===== src/sv/avdd_pkg.sv =====
// ============================================================================
// avdd_pkg
// Shared widths, constants, segment code table and digit helpers for the
// averaging voltmeter digit driver.
// ============================================================================
package avdd_pkg;

    localparam int SAMPLE_W = 10;
    localparam int REF_W    = 7;
    localparam int SUM_W    = 16;
    localparam int AVG_W    = 10;
    localparam int SEG_W    = 12;
    localparam int DIGIT_W  = 4;
    localparam int TENTHS_W = 7;

    localparam int SPR_DEFAULT = 10;
    localparam int AFS_DEFAULT = 1023;

    localparam int QUEUE_DEPTH = 2;

    localparam logic [REF_W-1:0]    REF_RESET  = 7'd33;
    localparam logic [TENTHS_W-1:0] TENTHS_MAX = 7'd99;
    localparam logic [SEG_W-1:0]    DP_BIT     = 12'h800;

    typedef struct packed {
        logic             valid;
        logic [SUM_W-1:0] sum;
    } avdd_push_t;

    typedef struct packed {
        logic [DIGIT_W-1:0] ip;
        logic [DIGIT_W-1:0] fp;
    } avdd_digits_t;

    function automatic logic [SEG_W-1:0] digit_pattern(input logic [DIGIT_W-1:0] d);
        logic [SEG_W-1:0] p;
        begin
            case (d)
                4'd0:    p = 12'h3D2;
                4'd1:    p = 12'h050;
                4'd2:    p = 12'h592;
                4'd3:    p = 12'h4D2;
                4'd4:    p = 12'h650;
                4'd5:    p = 12'h6C2;
                4'd6:    p = 12'h7C2;
                4'd7:    p = 12'h052;
                4'd8:    p = 12'h7D2;
                4'd9:    p = 12'h6D2;
                default: p = '0;
            endcase
            return p;
        end
    endfunction

    // divide by ten via reciprocal, exact for 0..99
    function automatic avdd_digits_t split_tenths(input logic [TENTHS_W-1:0] t);
        logic [17:0]         prod;
        logic [TENTHS_W-1:0] tens;
        avdd_digits_t        r;
        begin
            prod = {11'b0, t} * 18'd205;
            r.ip = prod[14:11];
            tens = {3'b0, r.ip} * 7'd10;
            r.fp = 4'(t - tens);
            return r;
        end
    endfunction

endpackage


===== src/sv/avdd_front.sv =====
// ============================================================================
// avdd_front
// Sample intake: accumulates samples and hands each finished block sum
// to the queue.
// ============================================================================
module avdd_front
    import avdd_pkg::*;
#(
    parameter int SAMPLES_PER_READING = SPR_DEFAULT
)
(
    input  logic                clk,
    input  logic                rst_n,
    input  logic                in_valid,
    output logic                in_ready,
    input  logic [SAMPLE_W-1:0] sample,
    input  logic                q_full,
    output avdd_push_t          push
);

    localparam int CNT_W = (SAMPLES_PER_READING > 1) ? $clog2(SAMPLES_PER_READING) : 1;
    localparam logic [CNT_W-1:0] LAST_CNT = CNT_W'(SAMPLES_PER_READING - 1);

    logic [SUM_W-1:0] sum_reg,  sum_next;
    logic [CNT_W-1:0] seen_reg, seen_next;
    logic             last;
    logic             accept;
    logic [SUM_W-1:0] sum_total;

    assign last      = (seen_reg == LAST_CNT);
    assign in_ready  = !q_full || !last;
    assign accept    = in_valid && in_ready;
    assign sum_total = sum_reg + {{(SUM_W-SAMPLE_W){1'b0}}, sample};

    assign push.valid = accept && last;
    assign push.sum   = sum_total;

    always_comb
    begin
        sum_next  = sum_reg;
        seen_next = seen_reg;
        if (accept)
        begin
            if (last)
            begin
                sum_next  = '0;
                seen_next = '0;
            end
            else
            begin
                sum_next  = sum_total;
                seen_next = seen_reg + 1'b1;
            end
        end
    end

    always_ff @(posedge clk or negedge rst_n)
    begin
        if (!rst_n)
        begin
            sum_reg  <= '0;
            seen_reg <= '0;
        end
        else
        begin
            sum_reg  <= sum_next;
            seen_reg <= seen_next;
        end
    end

endmodule


===== src/sv/avdd_queue.sv =====
// ============================================================================
// avdd_queue
// Short queue of finished block sums between intake and the scaling pipe.
// ============================================================================
module avdd_queue
    import avdd_pkg::*;
(
    input  logic             clk,
    input  logic             rst_n,
    input  avdd_push_t       push,
    input  logic             pop,
    output logic             full,
    output logic             empty,
    output logic [SUM_W-1:0] head
);

    localparam int PTR_W = (QUEUE_DEPTH > 1) ? $clog2(QUEUE_DEPTH) : 1;
    localparam int CNT_W = $clog2(QUEUE_DEPTH + 1);
    localparam logic [PTR_W-1:0] LAST_PTR = PTR_W'(QUEUE_DEPTH - 1);
    localparam logic [CNT_W-1:0] DEPTH_C  = CNT_W'(QUEUE_DEPTH);

    logic [SUM_W-1:0] mem_reg [QUEUE_DEPTH];
    logic [PTR_W-1:0] wr_ptr_reg, wr_ptr_next;
    logic [PTR_W-1:0] rd_ptr_reg, rd_ptr_next;
    logic [CNT_W-1:0] count_reg,  count_next;

    assign full  = (count_reg == DEPTH_C);
    assign empty = (count_reg == '0);
    assign head  = mem_reg[rd_ptr_reg];

    always_comb
    begin
        wr_ptr_next = wr_ptr_reg;
        rd_ptr_next = rd_ptr_reg;
        count_next  = count_reg;
        if (push.valid)
            wr_ptr_next = (wr_ptr_reg == LAST_PTR) ? '0 : wr_ptr_reg + 1'b1;
        if (pop)
            rd_ptr_next = (rd_ptr_reg == LAST_PTR) ? '0 : rd_ptr_reg + 1'b1;
        if (push.valid && !pop)
            count_next = count_reg + 1'b1;
        else if (!push.valid && pop)
            count_next = count_reg - 1'b1;
    end

    always_ff @(posedge clk)
    begin
        if (push.valid)
            mem_reg[wr_ptr_reg] <= push.sum;
    end

    always_ff @(posedge clk or negedge rst_n)
    begin
        if (!rst_n)
        begin
            wr_ptr_reg <= '0;
            rd_ptr_reg <= '0;
            count_reg  <= '0;
        end
        else
        begin
            wr_ptr_reg <= wr_ptr_next;
            rd_ptr_reg <= rd_ptr_next;
            count_reg  <= count_next;
        end
    end

    a_no_push_when_full: assert property (@(posedge clk) disable iff (!rst_n)
        push.valid |-> !full)
        else $error("queue overflow");

    a_no_pop_when_empty: assert property (@(posedge clk) disable iff (!rst_n)
        pop |-> !empty)
        else $error("queue underflow");

endmodule


===== src/sv/avdd_back.sv =====
// ============================================================================
// avdd_back
// Scaling pipe: block mean, conversion to tenths of a volt, digit split,
// digit multiplexing and segment image, with the reference register.
// ============================================================================
module avdd_back
    import avdd_pkg::*;
#(
    parameter int SAMPLES_PER_READING = SPR_DEFAULT,
    parameter int ADC_FULL_SCALE      = AFS_DEFAULT
)
(
    input  logic                clk,
    input  logic                rst_n,
    input  logic                cfg_we,
    input  logic [REF_W-1:0]    cfg_wdata,
    input  logic                q_empty,
    input  logic [SUM_W-1:0]    q_head,
    output logic                q_pop,
    output logic                out_valid,
    input  logic                out_ready,
    output logic [SEG_W-1:0]    segment_bits,
    output logic                fraction_digit_on,
    output logic [DIGIT_W-1:0]  integer_digit,
    output logic [DIGIT_W-1:0]  fraction_digit,
    output logic [AVG_W-1:0]    average_code
);

    localparam int PROD_W = REF_W + AVG_W;
    localparam int SPR_W  = 7;
    localparam int AFS_W  = 12;
    localparam int P1_W   = 2 * SUM_W + 1;
    localparam int Q1_W   = SUM_W + 1;
    localparam int X1_W   = Q1_W + SPR_W;
    localparam int P2_W   = 2 * PROD_W + 1;
    localparam int Q2_W   = PROD_W + 1;
    localparam int X2_W   = Q2_W + AFS_W;

    localparam logic [SUM_W:0]     M1    = (SUM_W+1)'((1 << SUM_W) / SAMPLES_PER_READING);
    localparam logic [PROD_W:0]    M2    = (PROD_W+1)'((1 << PROD_W) / ADC_FULL_SCALE);
    localparam logic [SPR_W-1:0]   SPR_C = SPR_W'(SAMPLES_PER_READING);
    localparam logic [AFS_W-1:0]   AFS_C = AFS_W'(ADC_FULL_SCALE);

    logic                 adv;
    logic [REF_W-1:0]     ref_reg;

    logic                 v1_reg, v2_reg, v3_reg, v4_reg, v5_reg;
    logic [SUM_W-1:0]     s1_sum_reg;
    logic [P1_W-1:0]      s1_p_reg;
    logic [AVG_W-1:0]     s2_avg_reg;
    logic [AVG_W-1:0]     s3_avg_reg;
    logic [PROD_W-1:0]    s3_prod_reg;
    logic [AVG_W-1:0]     s4_avg_reg;
    logic [PROD_W-1:0]    s4_prod_reg;
    logic [P2_W-1:0]      s4_p_reg;
    logic [AVG_W-1:0]     s5_avg_reg;
    logic [TENTHS_W-1:0]  s5_tenths_reg;

    logic                 out_valid_reg;
    logic                 showing_reg;
    logic [SEG_W-1:0]     seg_reg;
    logic [DIGIT_W-1:0]   ip_reg;
    logic [DIGIT_W-1:0]   fp_reg;
    logic [AVG_W-1:0]     avg_reg;

    logic [Q1_W-1:0]      q1;
    logic [X1_W-1:0]      q1x;
    logic [X1_W-1:0]      r1;
    logic [AVG_W-1:0]     s2_avg_next;
    logic [Q2_W-1:0]      q2;
    logic [X2_W-1:0]      q2x;
    logic [X2_W-1:0]      r2;
    logic [Q2_W:0]        t_full;
    logic [TENTHS_W-1:0]  s5_tenths_next;
    avdd_digits_t         digits;
    logic                 showing_next;
    logic [SEG_W-1:0]     seg_next;

    assign adv   = !out_valid_reg || out_ready;
    assign q_pop = adv && !q_empty;

    // block mean: reciprocal estimate then one correction
    assign q1  = s1_p_reg[P1_W-1:SUM_W];
    assign q1x = {{SPR_W{1'b0}}, q1} * {{Q1_W{1'b0}}, SPR_C};
    assign r1  = {{(X1_W-SUM_W){1'b0}}, s1_sum_reg} - q1x;
    assign s2_avg_next = q1[AVG_W-1:0]
                       + {{(AVG_W-1){1'b0}}, (r1 >= {{Q1_W{1'b0}}, SPR_C})};

    // tenths of a volt, same scheme, then clamp
    assign q2  = s4_p_reg[P2_W-1:PROD_W];
    assign q2x = {{AFS_W{1'b0}}, q2} * {{Q2_W{1'b0}}, AFS_C};
    assign r2  = {{(X2_W-PROD_W){1'b0}}, s4_prod_reg} - q2x;
    assign t_full = {1'b0, q2} + {{Q2_W{1'b0}}, (r2 >= {{Q2_W{1'b0}}, AFS_C})};
    assign s5_tenths_next = (t_full > {{(Q2_W+1-TENTHS_W){1'b0}}, TENTHS_MAX})
                          ? TENTHS_MAX : t_full[TENTHS_W-1:0];

    // digit mux
    assign digits       = split_tenths(s5_tenths_reg);
    assign showing_next = ~showing_reg;
    assign seg_next     = showing_next ? digit_pattern(digits.fp)
                                       : (digit_pattern(digits.ip) | DP_BIT);

    always_ff @(posedge clk)
    begin
        if (adv)
        begin
            s1_sum_reg    <= q_head;
            s1_p_reg      <= {{(SUM_W+1){1'b0}}, q_head} * {{SUM_W{1'b0}}, M1};
            s2_avg_reg    <= s2_avg_next;
            s3_avg_reg    <= s2_avg_reg;
            s3_prod_reg   <= {{REF_W{1'b0}}, s2_avg_reg} * {{AVG_W{1'b0}}, ref_reg};
            s4_avg_reg    <= s3_avg_reg;
            s4_prod_reg   <= s3_prod_reg;
            s4_p_reg      <= {{(PROD_W+1){1'b0}}, s3_prod_reg} * {{PROD_W{1'b0}}, M2};
            s5_avg_reg    <= s4_avg_reg;
            s5_tenths_reg <= s5_tenths_next;
            if (v5_reg)
            begin
                seg_reg <= seg_next;
                ip_reg  <= digits.ip;
                fp_reg  <= digits.fp;
                avg_reg <= s5_avg_reg;
            end
        end
    end

    always_ff @(posedge clk or negedge rst_n)
    begin
        if (!rst_n)
        begin
            ref_reg       <= REF_RESET;
            v1_reg        <= 1'b0;
            v2_reg        <= 1'b0;
            v3_reg        <= 1'b0;
            v4_reg        <= 1'b0;
            v5_reg        <= 1'b0;
            out_valid_reg <= 1'b0;
            showing_reg   <= 1'b0;
        end
        else
        begin
            if (cfg_we)
                ref_reg <= cfg_wdata;
            if (adv)
            begin
                v1_reg        <= !q_empty;
                v2_reg        <= v1_reg;
                v3_reg        <= v2_reg;
                v4_reg        <= v3_reg;
                v5_reg        <= v4_reg;
                out_valid_reg <= v5_reg;
                if (v5_reg)
                    showing_reg <= showing_next;
            end
        end
    end

    assign out_valid         = out_valid_reg;
    assign segment_bits      = seg_reg;
    assign fraction_digit_on = showing_reg;
    assign integer_digit     = ip_reg;
    assign fraction_digit    = fp_reg;
    assign average_code      = avg_reg;

    a_digits_decimal: assert property (@(posedge clk) disable iff (!rst_n)
        out_valid |-> (integer_digit <= 4'd9) && (fraction_digit <= 4'd9))
        else $error("digit out of range");

    a_dp_on_integer: assert property (@(posedge clk) disable iff (!rst_n)
        out_valid |-> (segment_bits[11] == !fraction_digit_on))
        else $error("decimal point on wrong digit");

    a_digit_alternates: assert property (@(posedge clk) disable iff (!rst_n)
        out_valid && out_ready && v5_reg |=> fraction_digit_on != $past(fraction_digit_on))
        else $error("lit digit did not alternate");

endmodule


===== src/sv/averaging_voltmeter_digit_driver_unit.sv =====
// ============================================================================
// averaging_voltmeter_digit_driver_unit
// Averaging voltmeter with a two-digit multiplexed seven-segment driver.
// ============================================================================
// Takes one sample per clock, sustained, with out_ready high. Samples are
// summed in the intake over blocks of SAMPLES_PER_READING; the last sample of
// a block pushes the sum into a two-entry queue, and a six-stage scaling pipe
// (mean, reference multiply, full-scale divide, digit split and segment image)
// delivers the result. The intake only stalls on a block-ending sample when
// the queue is full, which happens only while the output side holds
// out_ready low. reference_tenths is written through cfg_we/cfg_wdata and
// must only change while no block is in flight.
// ============================================================================
module averaging_voltmeter_digit_driver_unit
    import avdd_pkg::*;
#(
    parameter int SAMPLES_PER_READING = SPR_DEFAULT,
    parameter int ADC_FULL_SCALE      = AFS_DEFAULT
)
(
    input  logic                clk,
    input  logic                rst_n,
    input  logic                cfg_we,
    input  logic [REF_W-1:0]    cfg_wdata,
    input  logic                in_valid,
    output logic                in_ready,
    input  logic [SAMPLE_W-1:0] sample,
    output logic                out_valid,
    input  logic                out_ready,
    output logic [SEG_W-1:0]    segment_bits,
    output logic                fraction_digit_on,
    output logic [DIGIT_W-1:0]  integer_digit,
    output logic [DIGIT_W-1:0]  fraction_digit,
    output logic [AVG_W-1:0]    average_code
);

    avdd_push_t       push;
    logic             q_full;
    logic             q_empty;
    logic             q_pop;
    logic [SUM_W-1:0] q_head;

    avdd_front #(
        .SAMPLES_PER_READING (SAMPLES_PER_READING)
    ) u_front (
        .clk      (clk),
        .rst_n    (rst_n),
        .in_valid (in_valid),
        .in_ready (in_ready),
        .sample   (sample),
        .q_full   (q_full),
        .push     (push)
    );

    avdd_queue u_queue (
        .clk   (clk),
        .rst_n (rst_n),
        .push  (push),
        .pop   (q_pop),
        .full  (q_full),
        .empty (q_empty),
        .head  (q_head)
    );

    avdd_back #(
        .SAMPLES_PER_READING (SAMPLES_PER_READING),
        .ADC_FULL_SCALE      (ADC_FULL_SCALE)
    ) u_back (
        .clk               (clk),
        .rst_n             (rst_n),
        .cfg_we            (cfg_we),
        .cfg_wdata         (cfg_wdata),
        .q_empty           (q_empty),
        .q_head            (q_head),
        .q_pop             (q_pop),
        .out_valid         (out_valid),
        .out_ready         (out_ready),
        .segment_bits      (segment_bits),
        .fraction_digit_on (fraction_digit_on),
        .integer_digit     (integer_digit),
        .fraction_digit    (fraction_digit),
        .average_code      (average_code)
    );

endmodule


===== config.mk =====
export PLATFORM = sky130hd
export DESIGN_NAME = averaging_voltmeter_digit_driver_unit
export DESIGN_NICKNAME = d
export VERILOG_FILES = /design/src/sv/avdd_pkg.sv /design/src/sv/avdd_front.sv /design/src/sv/avdd_queue.sv /design/src/sv/avdd_back.sv /design/src/sv/averaging_voltmeter_digit_driver_unit.sv
export SDC_FILE = /design/constraint.sdc
export NUM_CORES = 1
export LEC_CHECK = 0
export ABC_AREA = 1
export BUFFER_PORTS_ARGS = -buffer_cell sky130_fd_sc_hd__buf_2
export CORE_UTILIZATION = 50
export DETAILED_ROUTE_END_ITERATION = 8
export GPL_TIMING_DRIVEN = 0
export PLACE_DENSITY = 0.66
export SLEW_MARGIN = 30
export SYNTH_ARGS = -nofsm -noshare
export SYNTH_HDL_FRONTEND = slang
export SYNTH_HIERARCHICAL = 1
export SYNTH_SLANG_ARGS = --single-unit
export TNS_END_PERCENT = 20

===== constraint.sdc =====
create_clock -name clk -period 6.9 [get_ports clk]
set_input_delay 1.035 -clock clk [delete_from_list [all_inputs] [get_ports clk]]
set_output_delay 1.035 -clock clk [all_outputs]
set_load 0.01 [all_outputs]

* After elaboration in Yosys (flattened, before gate mapping)
Memory sizes are Yosys's and may differ from the RTL's.
Index checks and enable logic that the tools add are counted.
** Word-level totals
- Register bits after elaboration :: 194
- Bits in latches :: 0
- RAM bits :: 32
- Memory bits (read-only) :: 224
- Input port bits :: 22
- Output and inout port bits :: 33
- Logic and storage cells :: 78
- Memories :: 3
** Memory list
- (no name shown) :: words 16, width 7, rd ports 1, clocked after Yosys merged registers in 0, wr ports 0, RTL line avdd_pkg.sv:38 : case (d)
- (no name shown) :: words 16, width 7, rd ports 1, clocked after Yosys merged registers in 0, wr ports 0, RTL line avdd_pkg.sv:38
- u_queue.mem_reg :: words 2, width 16, rd ports 1, clocked after Yosys merged registers in 0, wr ports 1, RTL line avdd_queue.sv:22 : logic [SUM_W-1:0] mem_reg [QUEUE_DEPTH];
** Cells by class
- Add/sub/neg operators :: 11
- Multipliers :: 6
- Div/mod/pow operators :: 0
- $lt $le $gt $ge :: 3
- Equal/unequal tests :: 2
- Shifts and indexed selects :: 0
- Multiplexer cells :: 9
- Bitwise logic cells :: 1
- Reductions and logical operators :: 16
** Operator list (count)
- $ge 30x10->1 const B :: 1
- $mul 16x13->29 const B :: 1
- $sub 17x28->29 :: 1
- $ge 24x4->1 const B :: 1
- $sub 16x21->22 :: 1
- $gt 19x7->1 const B :: 1
- $mul 10x7->17 :: 1
- $mul 7x10->17 const B :: 1
- $add 16x10->16 :: 1
- $mul 13x3->16 const B :: 1
- $mux 16 :: 1
- $mul 7x8->15 const B :: 1
- $mux 11 :: 1
- $add 10x1->10 :: 1
- $add 7x1->8 :: 1
- $logic_not 1->1 :: 6
- $logic_and 1x1->1 :: 5
- $add 4x1->4 const B :: 1
- $eq 4x4->1 const B :: 1
- $mul 4x3->3 const B :: 1
- $mux 1 :: 4
- $mux 2 :: 2
- $mux 4 :: 1
- $sub 4x4->4 :: 1
- 9 further kinds :: 11

* Longest topological paths before layout
- Word-level depth :: 9
- Mapped depth :: 29
- Mapped depth without buffers :: 29

* Hierarchy
Netlist, hierarchy kept.
** Modules (own cells, without submodules)
- avdd_back :: times used 1, cells each 1661, area each 15750.1 um2, sequential area each 4406.7 um2
- avdd_front :: times used 1, cells each 235, area each 1586.5 um2, sequential area each 500.5 um2
- avdd_queue :: times used 1, cells each 75, area each 1412.6 um2, sequential area each 1061.0 um2

* Worst setup path after synthesis
No wires, ideal clock.
- Path kind :: reg-to-reg
- Start :: register u_back.s4_prod_reg[14]
- End :: register u_back.s5_tenths_reg[6] (data pin)
- Setup time :: 0.262 ns
- Data arrival time :: 5.309 ns
- Required time :: 6.638 ns
- Slack :: 1.329 ns
- Cell stages (with the launch flop) :: 28
- Path buffers :: 0
- Clock period less this slack :: 5.571 ns
- Cells stage by stage :: edfxtp_1 > inv_1 > fa_1 > fa_1 > inv_1 > fa_1 > fa_1 > inv_1 > ha_1 > nand2_1 > nor2_1 > nand2_1 > nand3_1 > nand2_1 > o21ai_0 > nand2_1 > nand3_1 > nand2_1 > nor2_1 > nand3_1 > ha_1 > ha_1 > nand2_1 > xor2_1 > nand3_1 > nand2_1 > a21boi_2 > or2_2
** On the way
- Longest elaborated chain between the ends :: 5
** RTL lines
- start: declaration :: RTL line avdd_back.sv:54 : logic [PROD_W-1:0] s4_prod_reg;
- start signal: assignment :: RTL line avdd_back.sv:113 : s4_prod_reg <= s3_prod_reg;
- $mul 7x10->17
- $sub 17x28->29 :: RTL line avdd_back.sv:92 : assign r2 = {{(X2_W-PROD_W){1'b0}}, s4_prod_reg} - q2x;
- $ge 30x10->1 :: RTL line avdd_back.sv:93 : assign t_full = {1'b0, q2} + {{Q2_W{1'b0}}, (r2 >= {{Q2_W{1'b0}}, AFS_C})};
- $add 7x1->8 * :: RTL line avdd_back.sv:93
- $gt 19x7->1 :: RTL line avdd_back.sv:94 : assign s5_tenths_next = (t_full > {{(Q2_W+1-TENTHS_W){1'b0}}, TENTHS_MAX})
- end signal: assignment :: RTL line avdd_back.sv:116 : s5_tenths_reg <= s5_tenths_next;
- end: declaration :: RTL line avdd_back.sv:57 : logic [TENTHS_W-1:0] s5_tenths_reg;
Mark *: on every way between the ends. The rest lies on a longest branch, timed or not.
A chain may end at the register's enable or synchronous reset.

* Final worst setup path
- Start :: register u_back.s4_prod_reg[14]
- End :: register u_back.s5_tenths_reg[0] (data pin)
The elaborated chain is that of the path after synthesis.

==> impl_metrics.py <==
metrics = {
    "sta": {
        "fin_crit_sh": 0.911,
        "slew_viol_final": 0,
        "rsz0062_at_grt": "no",
        "tns_ns": 0,
        "setup_viol": 0,
        "skew_ns": 0.0166,
        "maxSlewHeadroom": 0.422,
        "achievable-frequency_mhz": 159,
        "finalCriticalPeriod_ns": 6.29,
        "finalHoldViolCount": 0,
        "tightest_slew_ns": 0.867,
    },
    "yosys": {
        "yosysSeqAreaShare": 0.318,
        "synth_edf_count": 167,
        "postSynthCellCount": 1971,
        "yosysUniqueCellTypes": 56,
        "syn_avg_cell_area_um2": 9.51,
        "synthesis.area_mm2": 0.0187,
        "ys_async_sr_fraction": 0.185,
        "ys_ff_latch": 205,
        "synth_warnings": 6,
        "synthFlopType": "edfxtp_1",
    },
    "drt": {
        "ant_nets": 0,
        "drt-total-wl_um": 34700,
        "dr_total_vias": 12700,
        "vias_per_cell": 5.01,
        "drc": 0,
        "first_iter_violations": 524,
        "wl_per_cell_um": 13.7,
        "dr.pass1.iters": 4,
    },
    "clock_network": {
        "cts.clk_slew.worst_paths_ns": 0.06,
        "tritoncts": "yes",
        "insertion_delay_ns": 0.52,
        "postCtsSetupBuffers": 0,
        "root_buffer": "clkbuf_16",
        "cts_buffers": 24,
        "cts_sinks": 205,
        "cts_resized": 0,
        "clockBufferDepth": 3,
        "ctsHoldBuffers": 0,
        "cts_max_level": 1,
    },
    "layout": {
        "diodes": 0,
        "layout_common_cells": "inv_1, nand2_1, ha_1",
        "largest_reg_flops": 32,
        "fillers": 3245,
        "final_util": 0.556,
        "drive_gt1_frac": 0.0783,
        "final_common_cell": "inv_1",
        "areaGrowthSynthToFinish_pct": 9.06,
        "layoutNonFillerInstCount": 2537,
        "fin_nets": 2495,
    },
    "die": {
        "ios": 55,
        "die_x_um": 196,
        "die_h_um": 196,
        "fp.dieArea_mm2": 0.0383,
        "start_util": 0.510,
        "coreArea_mm2": 0.0368,
        "rows": 70,
    },
    "global_route": {
        "grt_max_degree": 67,
        "grt.total_usage": 0.189,
        "grt_pass1_wl_um": 59600,
        "antenna_found_initial": 0,
        "grt_pass1_vias": 13000,
        "overflow": 0,
    },
    "critical_path": {
        "crit_family": "adder cells",
        "slowest_delay_ns": 0.64,
        "critPathKind": "reg -> reg",
        "crit_fanout": 6,
        "start_kind": "register",
        "crit_path_top_delay_cell": "fa_1",
        "path_common_cell": "nand2_1",
        "critPathCaptureType": "register",
        "arrival_ns": 6.55,
        "critPathBufInv": 3,
        "crit_required_ns": 7.16,
    },
    "placement": {
        "io_buffers": 49,
        "dp_hpwl_um": 28600,
        "dp_cells": 2493,
        "place_congestion": 0.868,
    },
    "hold_path": {
        "min_path_type": "reg -> reg",
    },
    "flow_run": {
        "max-cap-violations": 0,
    },
    "status": {
        "status": "finished clean",
    },
}
metal layers:
metal | track usage | vias to the layer above | part of all wire
met1 | 0.238 | 6029 | 0.45
li1 | - | 6493 | -
met3 | 0.0252 | 38 | 0.030
met4 | 0.0394 | 0 | 0.017
met5 | 0 | - | 0
met2 | 0.346 | 150 | 0.50
Yosys cell counts (4+ instances only):
master	n	area, um^2
edfxtp_1	167	5010
a21o_1	7	52.6
mux2_4	9	135
nand2_2	4	25.0
xnor2_1	22	193
dfrtp_1	36	901
or2_2	8	50.1
nand2_1	392	1470
o211ai_1	5	37.5
nand2_4	4	45.0
nor3_1	9	45.0
o21bai_1	10	75.1
fa_1	140	2800
inv_1	405	1520
mux2_2	14	158
nand4_1	15	93.8
and2_1	9	56.3
nand3b_1	6	45.0
o21ai_1	5	25.0
inv_2	4	15.0
ha_1	282	3530
a21oi_1	86	430
nand3_1	79	395
xor2_1	62	543
clkbuf_1	9	33.8
nor2_1	87	327
o21ai_0	45	225
buf_4	4	30.0
layout make-up:
cell class                      instances  area [um^2]  area share
Buffer                                 17          111     0.00545
Clock buffer                           26          629      0.0308
Clock inverter                         18          154     0.00753
Inverter                              410         1550      0.0756
Multi-Input combinational cell       1342        11100       0.545
Sequential cell                       205         5970       0.292
Tap cell                              468          586      0.0286
Timing Repair Buffer                   51          303      0.0148
cells by family (layout without fill, tap and decap cells):
logic type / Yosys count / in the layout / synth area share
other: 1 / 4 / 0.000200
and+or+nand+nor: 625 / 625 / 0.143
xor gates and xnor gates: 87 / 87 / 0.0424
AOI/OAI and AO/OA: 181 / 181 / 0.0549
muxes: 23 / 23 / 0.0156
adders and majority gates: 422 / 422 / 0.338
DFF: 205 / 205 / 0.318
buffers and inverters: 427 / 522 / 0.0882
per-stage QoR:
step | cell area (um^2) | setup WS [ns] | hold WS, ns
after floorplan | 18800 | 1.33 | 0.400
after global placement | 19600 | 0.618 | 0.401
after detailed placement | 19700 | 0.572 | 0.405
after CTS | 20400 | 0.552 | 0.415
after global routing | 20400 | 0.0977 | 0.420
final | 20400 | 0.611 | 0.416
worst paths after layout:
path / startpoint / to / slack [ns] / cells after the start
setup / recovery: u_back/s4_prod_reg[14] / u_back/s5_tenths_reg[0] / 0.61 / 27
hold / removal: u_back/s3_avg_reg[8] / u_back/s4_avg_reg[8] / 0.42 / 0
setup reg to reg: u_back/s4_prod_reg[14] / u_back/s5_tenths_reg[0] / 0.61 / 27
hold reg to reg: u_back/s3_avg_reg[8] / u_back/s4_avg_reg[8] / 0.42 / 0
max in group asynchronous: rst_n / u_back/ref_reg[0] / 6.04 / 1
min in group asynchronous: rst_n / u_front/sum_reg[10] / 0.48 / 1
Power is not shown: default switching activity piles up to over one toggle a cycle in this logic, so the estimate is an artifact.
